--- config.mk ---
export PLATFORM = sky130hd
export DESIGN_NAME = shared_port_collision_resolver
export DESIGN_NICKNAME = d
export VERILOG_FILES = /design/src/rtl/core/spcr_pkg.sv /design/src/rtl/core/shared_port_collision_resolver.sv
export SDC_FILE = /design/constraint.sdc
export NUM_CORES = 1
export LEC_CHECK = 0
export CAP_MARGIN = 40
export CORE_MARGIN = 3
export CORE_UTILIZATION = 40
export DETAILED_ROUTE_END_ITERATION = 8
export DONT_BUFFER_PORTS = 1
export MAX_ROUTING_LAYER = met4
export PLACE_DENSITY = 0.5
export SYNTH_ARGS = -nofsm -noshare
export SYNTH_HDL_FRONTEND = slang
export SYNTH_SLANG_ARGS = --single-unit
export TNS_END_PERCENT = 100
--- constraint.sdc ---
create_clock -name clk -period 9.13 [get_ports clk]
set_input_delay 1.826 -clock clk [delete_from_list [all_inputs] [get_ports clk]]
set_output_delay 1.826 -clock clk [all_outputs]
set_load 0.05 [all_outputs]
--- src/rtl/core/spcr_pkg.sv ---
// Package for the shared port collision resolver.
// Holds slot count, opcode, collision method and register index codes.
// No dependencies; imported by shared_port_collision_resolver.
package spcr_pkg;

    // Number of usable slots, eight. The port always carries eight slot lanes.
    localparam int MAX_DEVICES = 8;
    localparam int NUM_LANES = 8;
    localparam int SLOT_W = 3;
    localparam int CAPS_W = 5;
    localparam int ORDER_W = 8;

    localparam logic [7:0] ALL_ONES = 8'hFF;
    localparam logic [ORDER_W-1:0] ORDER_FULL = 8'hFF;

    typedef enum logic [1:0] {
        OP_READ = 2'd0,
        OP_ATTACH = 2'd1,
        OP_DETACH = 2'd2
    } opcode_t;

    // Collision method codes; the value 3 behaves as detach last.
    localparam logic [1:0] METH_DETACH_ALL = 2'd0;
    localparam logic [1:0] METH_DETACH_LAST = 2'd1;
    localparam logic [1:0] METH_WIRED_AND = 2'd2;

    // Configuration register indexes.
    localparam logic CFG_METHOD = 1'b0;
    localparam logic CFG_CAPS = 1'b1;

endpackage

--- src/rtl/core/shared_port_collision_resolver.sv ---
// Shared port collision resolver: attach, detach and wired-AND read resolution
// for up to eight devices on one 8-bit port. Depends on spcr_pkg.
//
// Channel   Signals                           Flow control
// req       req_valid, req_stall, 8 fields    valid / stall, stall from this block
// rsp       rsp_valid, rsp_stall, 5 fields    valid / stall, stall from the sink
// cfg       cfg_valid, cfg_ready, index, data valid / ready, ready always high
//
// One beat per cycle sustained while the response is not stalled. A request beat is
// registered, resolved by parallel slot logic (pairwise order compares across the eight
// slots), and its result is loaded into the response register once that register is free.
// The slot state updates in the same cycle the result is captured.
// Reset clears the attach flags, the order counter and the configuration to
// method 0 and all capability bits set. A stalled response holds both stages.
module shared_port_collision_resolver
(
    input  logic                          clk,
    input  logic                          rst_n,

    input  logic                          req_valid,
    output logic                          req_stall,
    input  logic [1:0]                    opcode,
    input  logic [spcr_pkg::SLOT_W-1:0]   device_slot,
    input  logic [spcr_pkg::CAPS_W-1:0]   device_needs,
    input  logic [7:0]                    access_mask,
    input  logic [7:0]                    fallback_value,
    input  logic [7:0]                    responders,
    input  logic [63:0]                   drive_masks,
    input  logic [63:0]                   drive_values,

    output logic                          rsp_valid,
    input  logic                          rsp_stall,
    output logic [7:0]                    read_data,
    output logic                          any_driver,
    output logic                          collision,
    output logic [7:0]                    detached_slots,
    output logic                          attach_ok,

    input  logic                          cfg_valid,
    output logic                          cfg_ready,
    input  logic                          cfg_index,
    input  logic [spcr_pkg::CAPS_W-1:0]   cfg_data
);
    import spcr_pkg::*;

    // Configuration
    logic [1:0]          method_reg;
    logic [CAPS_W-1:0]   caps_reg;

    // Slot state
    logic [NUM_LANES-1:0]  attached_reg, attached_next;
    logic [ORDER_W-1:0]    order_reg [NUM_LANES];
    logic [ORDER_W-1:0]    order_next [NUM_LANES];
    logic [ORDER_W-1:0]    next_order_reg, next_order_next;

    // Request stage
    logic                s1_valid_reg;
    logic [1:0]          s1_op_reg;
    logic [SLOT_W-1:0]   s1_slot_reg;
    logic [CAPS_W-1:0]   s1_needs_reg;
    logic [7:0]          s1_amask_reg;
    logic [7:0]          s1_fallback_reg;
    logic [7:0]          s1_resp_reg;
    logic [63:0]         s1_dmasks_reg;
    logic [63:0]         s1_dvals_reg;

    // Response stage
    logic                rsp_valid_reg;
    logic [7:0]          data_reg, data_next;
    logic                any_reg, any_next;
    logic                coll_reg, coll_next;
    logic [7:0]          detached_reg, detached_next;
    logic                ok_reg, ok_next;

    logic                out_free;
    logic                proc_fire;

    // Read resolution
    logic [7:0]          rm [NUM_LANES];
    logic [7:0]          rv [NUM_LANES];
    logic [NUM_LANES-1:0] drv;
    logic [7:0]          wired;
    logic                multi;
    logic [NUM_LANES-1:0] first_vec;
    logic [7:0]          rv_first;
    logic [NUM_LANES-1:0] differ;
    logic [NUM_LANES-1:0] involved;
    logic [NUM_LANES-1:0] top_vec;
    logic [ORDER_W-1:0]  order_top;
    logic                coll_hit;
    logic                slot_in_range;
    logic                give_back_slot;
    logic                give_back_top;
    logic [ORDER_W-1:0]  newest_order;

    assign out_free = !rsp_valid_reg || !rsp_stall;
    assign proc_fire = s1_valid_reg && out_free;
    assign req_stall = s1_valid_reg && !out_free;
    assign cfg_ready = 1'b1;

    assign rsp_valid = rsp_valid_reg;
    assign read_data = data_reg;
    assign any_driver = any_reg;
    assign collision = coll_reg;
    assign detached_slots = detached_reg;
    assign attach_ok = ok_reg;

    assign slot_in_range = {1'b0, s1_slot_reg} < (SLOT_W + 1)'(MAX_DEVICES);
    assign newest_order = next_order_reg - 8'd1;

    // Per-slot drive masks and values, plus the wired AND of all drivers.
    always_comb
    begin
        wired = ALL_ONES;
        for (int i = 0; i < NUM_LANES; i++)
        begin
            rm[i] = s1_dmasks_reg[8*i +: 8] & s1_amask_reg;
            rv[i] = s1_dvals_reg[8*i +: 8] | ~rm[i];
            drv[i] = (i < MAX_DEVICES) && attached_reg[i] && s1_resp_reg[i]
                     && (rm[i] != 8'd0);
            if (drv[i])
            begin
                wired = wired & rv[i];
            end
        end
    end

    assign multi = (drv & (drv - 8'd1)) != 8'd0;

    // The lowest-order driver wins every pairwise compare; ties go to the lower slot.
    always_comb
    begin
        for (int i = 0; i < NUM_LANES; i++)
        begin
            first_vec[i] = drv[i];
            for (int j = 0; j < NUM_LANES; j++)
            begin
                if (j != i && drv[j])
                begin
                    if (!((order_reg[i] < order_reg[j])
                          || ((order_reg[i] == order_reg[j]) && (i < j))))
                    begin
                        first_vec[i] = 1'b0;
                    end
                end
            end
        end
    end

    // The first driver's value is complete before any slot is compared against it.
    always_comb
    begin
        rv_first = 8'd0;
        for (int i = 0; i < NUM_LANES; i++)
        begin
            if (first_vec[i])
            begin
                rv_first = rv_first | rv[i];
            end
        end
        for (int i = 0; i < NUM_LANES; i++)
        begin
            differ[i] = drv[i] && (rv[i] != rv_first);
        end
    end

    assign involved = differ | first_vec;

    // Attached orders are distinct, so the highest-order involved slot is unique.
    always_comb
    begin
        order_top = '0;
        for (int i = 0; i < NUM_LANES; i++)
        begin
            top_vec[i] = involved[i];
            for (int j = 0; j < NUM_LANES; j++)
            begin
                if (j != i && involved[j])
                begin
                    if (!((order_reg[i] > order_reg[j])
                          || ((order_reg[i] == order_reg[j]) && (i < j))))
                    begin
                        top_vec[i] = 1'b0;
                    end
                end
            end
            if (top_vec[i])
            begin
                order_top = order_top | order_reg[i];
            end
        end
    end

    assign coll_hit = multi && (method_reg != METH_WIRED_AND) && (differ != 8'd0);
    assign give_back_top = (next_order_reg != 8'd0) && (order_top == newest_order);
    assign give_back_slot = (next_order_reg != 8'd0)
                            && (order_reg[s1_slot_reg] == newest_order);

    always_comb
    begin
        attached_next = attached_reg;
        order_next = order_reg;
        next_order_next = next_order_reg;
        data_next = 8'd0;
        any_next = 1'b0;
        coll_next = 1'b0;
        detached_next = 8'd0;
        ok_next = 1'b0;
        unique case (s1_op_reg)
            OP_ATTACH:
            begin
                if (slot_in_range && !attached_reg[s1_slot_reg]
                    && ((s1_needs_reg & ~caps_reg) == '0)
                    && (next_order_reg != ORDER_FULL))
                begin
                    attached_next[s1_slot_reg] = 1'b1;
                    order_next[s1_slot_reg] = next_order_reg;
                    next_order_next = next_order_reg + 8'd1;
                    ok_next = 1'b1;
                end
            end
            OP_DETACH:
            begin
                if (slot_in_range && attached_reg[s1_slot_reg])
                begin
                    attached_next[s1_slot_reg] = 1'b0;
                    if (give_back_slot)
                    begin
                        next_order_next = newest_order;
                    end
                    detached_next = 8'd1 << s1_slot_reg;
                end
            end
            OP_READ:
            begin
                if (s1_amask_reg == 8'd0)
                begin
                    data_next = ALL_ONES;
                end
                else if (drv == 8'd0)
                begin
                    data_next = s1_fallback_reg;
                end
                else
                begin
                    any_next = 1'b1;
                    data_next = wired;
                    if (multi && (method_reg != METH_WIRED_AND))
                    begin
                        data_next = rv_first;
                    end
                    if (coll_hit)
                    begin
                        coll_next = 1'b1;
                        if (give_back_top)
                        begin
                            next_order_next = newest_order;
                        end
                        if (method_reg == METH_DETACH_ALL)
                        begin
                            attached_next = attached_reg & ~involved;
                            detached_next = involved;
                            data_next = ALL_ONES;
                        end
                        else
                        begin
                            attached_next = attached_reg & ~top_vec;
                            detached_next = top_vec;
                        end
                    end
                end
            end
            default:
            begin
                data_next = 8'd0;
            end
        endcase
    end

    always_ff @(posedge clk or negedge rst_n)
    begin
        if (!rst_n)
        begin
            method_reg <= METH_DETACH_ALL;
            caps_reg <= '1;
        end
        else if (cfg_valid && cfg_ready)
        begin
            if (cfg_index == CFG_METHOD)
            begin
                method_reg <= cfg_data[1:0];
            end
            else
            begin
                caps_reg <= cfg_data;
            end
        end
    end

    always_ff @(posedge clk or negedge rst_n)
    begin
        if (!rst_n)
        begin
            attached_reg <= '0;
            next_order_reg <= '0;
            s1_valid_reg <= 1'b0;
            rsp_valid_reg <= 1'b0;
        end
        else
        begin
            if (!req_stall)
            begin
                s1_valid_reg <= req_valid;
            end
            if (out_free)
            begin
                rsp_valid_reg <= s1_valid_reg;
            end
            if (proc_fire)
            begin
                attached_reg <= attached_next;
                next_order_reg <= next_order_next;
            end
        end
    end

    // Payload registers; the order store is only read for attached slots.
    always_ff @(posedge clk)
    begin
        if (!req_stall && req_valid)
        begin
            s1_op_reg <= opcode;
            s1_slot_reg <= device_slot;
            s1_needs_reg <= device_needs;
            s1_amask_reg <= access_mask;
            s1_fallback_reg <= fallback_value;
            s1_resp_reg <= responders;
            s1_dmasks_reg <= drive_masks;
            s1_dvals_reg <= drive_values;
        end
        if (proc_fire)
        begin
            order_reg <= order_next;
            data_reg <= data_next;
            any_reg <= any_next;
            coll_reg <= coll_next;
            detached_reg <= detached_next;
            ok_reg <= ok_next;
        end
    end

    // Only slots that were attached can be reported as detached.
    a_detach_attached: assert property (@(posedge clk) disable iff (!rst_n)
        proc_fire |=> ((detached_slots & $past(attached_reg)) == detached_slots))
        else $error("detached a slot that was not attached");

    // A collision can only be reported when some device drove the port.
    a_coll_driver: assert property (@(posedge clk) disable iff (!rst_n)
        (rsp_valid && collision) |-> any_driver)
        else $error("collision without a driver");

    // An accepted attach grows the order counter and detaches nothing.
    a_attach_clean: assert property (@(posedge clk) disable iff (!rst_n)
        (proc_fire && ok_next) |=> ((detached_slots == 8'd0) && !collision
                                   && (next_order_reg == $past(next_order_reg) + 8'd1)))
        else $error("attach result inconsistent");

endmodule
==> qor.csv <==
metric,value,unit
number_of_instances_in_the_synthesized_netlist,2078,
critPathLaunchType,flop,
mappedNetlistNets,2481,
hold_ws,0.483,ns
synth-compound-area-share,19.2,%
first_pass_iters,6,
finClkSkew,0.0227,ns
grt_first_pass_wirelength,129,mm
min_period,8.37,ns
grt_antenna_before_repair,3,
endpoint_kind,flop,
hold_viol,0,
die_w,235,um
grt_remaining_overflow,0,
initial_core_util,40.6,%
post_synth_xor_area_fraction,0.711,%
clock.fmax,0.119,GHz
power.net_switching,1.72,mW
timing.critical_path.fanout_max,15,
intPower,2.75,mW
die_area,55100,um2
cts-buffers-inserted,29,
pwr-share-comb,37.4,%
max_stage_delay,0.96,ns
static-leakage-power,8.68,nW
gp_congestion,1.04,
cts_hold_buffers_added,0,
yosys.area_share.adder,13.8,%
layout_overhead_on_the_synthesized_area,8.75,%
clock_tree.htree_level_count,1,
post_synth_and_or_nand_nor_area_fraction,20.6,%
largest_area_contributor_in_the_synthesized_netlist,edfxtp_1,
worst_margin_slew,0.988,ns
crit_start,s1_amask_reg[5],
fin_nets,2498,
rrSetupSlack,0.76,ns
worstHoldStart,s1_valid_reg,
synth_enable_flop_cells,245,
critical_path_class,flop to flop,
endpoint,next_order_reg[2],
grt_pass1_vias,17782,
clock_tree_from_tritoncts,built,
hpwlAfterDp,71.7,mm
ctsLongestPathBuffers,3,
max-vdd-ir-drop,0.000166,V
setup-violations-final,0,
critical_path.cell_chain,nand2_1 -> nand4_1 -> o211ai_2 -> nor3_1 -> a21oi_1 -> nand3_2 -> o2111ai_1 -> or3_1 -> nand4_1 -> or4_1 -> a21oi_1 -> nand4b_2 -> nor2_1 -> a2111oi_0 -> a31o_2 -> nand4b_1 -> nor4_4 -> and2_1 -> o211ai_2,
pin_count,195,
synth.yosys.seq_area_share,38.2,%
outcome,"complete, no violations",
wire_per_inst,32.6,um
worstRegToRegCells,19,
hold_path_class,flop to flop,
sequentialPowerShare,35.4,%
drcViolationCount,0,
p_sw_share,38.5,%
syn-mean-instance-area,10.1,um2
detailroute.via_count,18671,
timing.critical_path.arrival,8.82,ns
post_route_cells_drive_above_1_share,12.4,%
ys_async_rst_share,9.26,%
finalSetupTns,0,ns
floorplan.die.height,235,um
antenna_left,0,
cts_repair_resize_count,0,
cts.clk_slew.worst_paths,0.06,ns
slew-limit-headroom,34.1,%
power_frac_clock,27.2,%
routed_wl,91.2,mm
final.period_utilization,91.7,%
netlist-cell-type-count,118,
worstPathRequired,9.57,ns
proportion_of_synthesized_area_in_mux_cells,2.85,%
netlist_area,20900,um2
core-area,51500,um2
cts_post_setup_buffers_inserted,0,
synthTopCellsByArea,"edfxtp_1 (35%), ha_1 (14%), nor2_1 (3.2%), a21oi_1 (2.9%), nand4_1 (2.7%)",
io_buffers,0,
clk_latency_worst_skew_pair,0.59,ns
instances_no_fill,2800,
grtUsageTotal,32.8,%
yosysWarnings,0,
finalPower,4.47,mW
max-cap-violations,0,
post-place-cells,2744,
dr.first_iter.drc_count,2126,
clock_sink_count,270,
timing.final.max_slew_violations,0,
synth_top_family_by_area,simple AND/OR/NAND/NOR gates,
pwr_density_cell,196,nW/um2
flops_latches_synth,270,
rr_endpoint,next_order_reg[2],
via_count_normalized_by_instance_count,6.67,
ys.flop_type,edfxtp_1,
grt_max_degree,59,
r2r-start,s1_amask_reg[5],
placementRows,83,
clock-root-buffer,clkbuf_16,
slowest_cell_on_the_critical_path,o2111ai_1,
yosysTopAreaCellShare,35.2,%
grt_setup_unrepaired,no,
cell usage in the layout (no fill, tap or decap), types with 12 or more instances in the layout:
master     count
nand3b_1      12
clkbuf_16     29
edfxtp_1     245
dfrtp_1       20
a21oi_1      123
nand3_1       83
nand4_1       89
or3_1         42
a22oi_1       54
a21o_1        16
o21a_1        19
buf_4         66
o21ai_0       75
nor3_1        85
o22ai_1       16
a211oi_1      26
o221ai_1      14
nor4_1        23
inv_1         95
o211ai_1      26
mux4_2        18
nor2_1       177
nand2_1      139
nor2b_1       29
o2111a_1      13
ha_1         230
or2_2         30
xnor2_1       14
area by class of cell:
class	count	area, um2
clock inverters	18	211
clock buffers	35	768
repair buffers	72	599
diodes	3	7.51
flip-flops and latches	270	7990
inverters	95	357
well taps	680	851
multi-input cells	1627	12000
fillers	4940	28700
cell families (layout without fill, tap and decap cells):
logic type,count (synthesis),count (layout)
xor+xnor,17,17
compound gates,536,536
simple gates,806,806
flops,270,270
fa+ha+maj,231,231
mux,36,36
buf+inv,181,220
other cells,1,4
power groups by stage:
stage	combinational, mW	sequential [mW]	clock (mW)
floorplan	1.16	1.56	0
global route	1.78	1.59	1.29
finish	1.67	1.58	1.22
detailed placement	1.63	1.60	0
global placement	1.60	1.60	0
CTS	1.64	1.58	1.25
cell usage after synthesis, drive strengths merged, types with 7 or more instances:
cell and instances:
mux2i 10, or4 8, clkbuf 39, nand2b 8, or3 44, nand3b 13, mux2 8, and4 7
o21a 19, o211a 8, o211ai 37, buf 45, a22oi 55, ha 230, o22ai 16, inv 95
nor4b 9, nor2b 29, nor2 179, a221o 7, mux4 18, a221oi 7, o21ai 77, dfrtp 20
nand2 146, xnor2 14, and2 19, o221ai 14, nand3 85, a21o 19, a21oi 124, edfxtp 245
or2 30, nor3 87, o2111a 15, o22a 10, nand4b 7, a211oi 27, a21boi 7, a2bb2oi 7
o2111ai 17, nand4 94, nor4 25
worst min path at each step:
| stage | endpoint | slack [ns] | cells past startpoint |
|---|---|---|---|
| finish | rsp_valid | 0.48 | 1 |
| global route | rsp_valid | 0.52 | 1 |
| CTS | rsp_valid | 0.49 | 1 |
| detailed placement | rsp_valid | 0.48 | 1 |
| global placement | rsp_valid | 0.47 | 1 |
| floorplan | rsp_valid | 0.45 | 1 |
per-layer routing:
layer  wire length (um)  vias up  global-route usage (%)
met1              36800     9160                    41.6
met2              41500     1033                    50.9
li1                   -     8225                       -
met4               5490        0                    15.7
met5                  0        -                       -
met3               7340      253                    5.70
worst max-delay path: cells and delay by family (launching register included):
family / cells / cell delay [ns]
simple gates: 12 / 3.83
flops: 1 / 0.60
compound gates: 7 / 3.77
per-stage QoR:
stage	util, %	setup WS [ns]	area (um2)
3_3_place_gp	41.9	0.739	21600
4_1_cts	44.2	0.884	22800
3_5_place_dp	42.3	0.878	21800
6_report	44.2	0.756	22800
2_1_floorplan	-	2.93	20900
5_1_grt	44.2	0.515	22800
(Power assumes the default switching activity.)
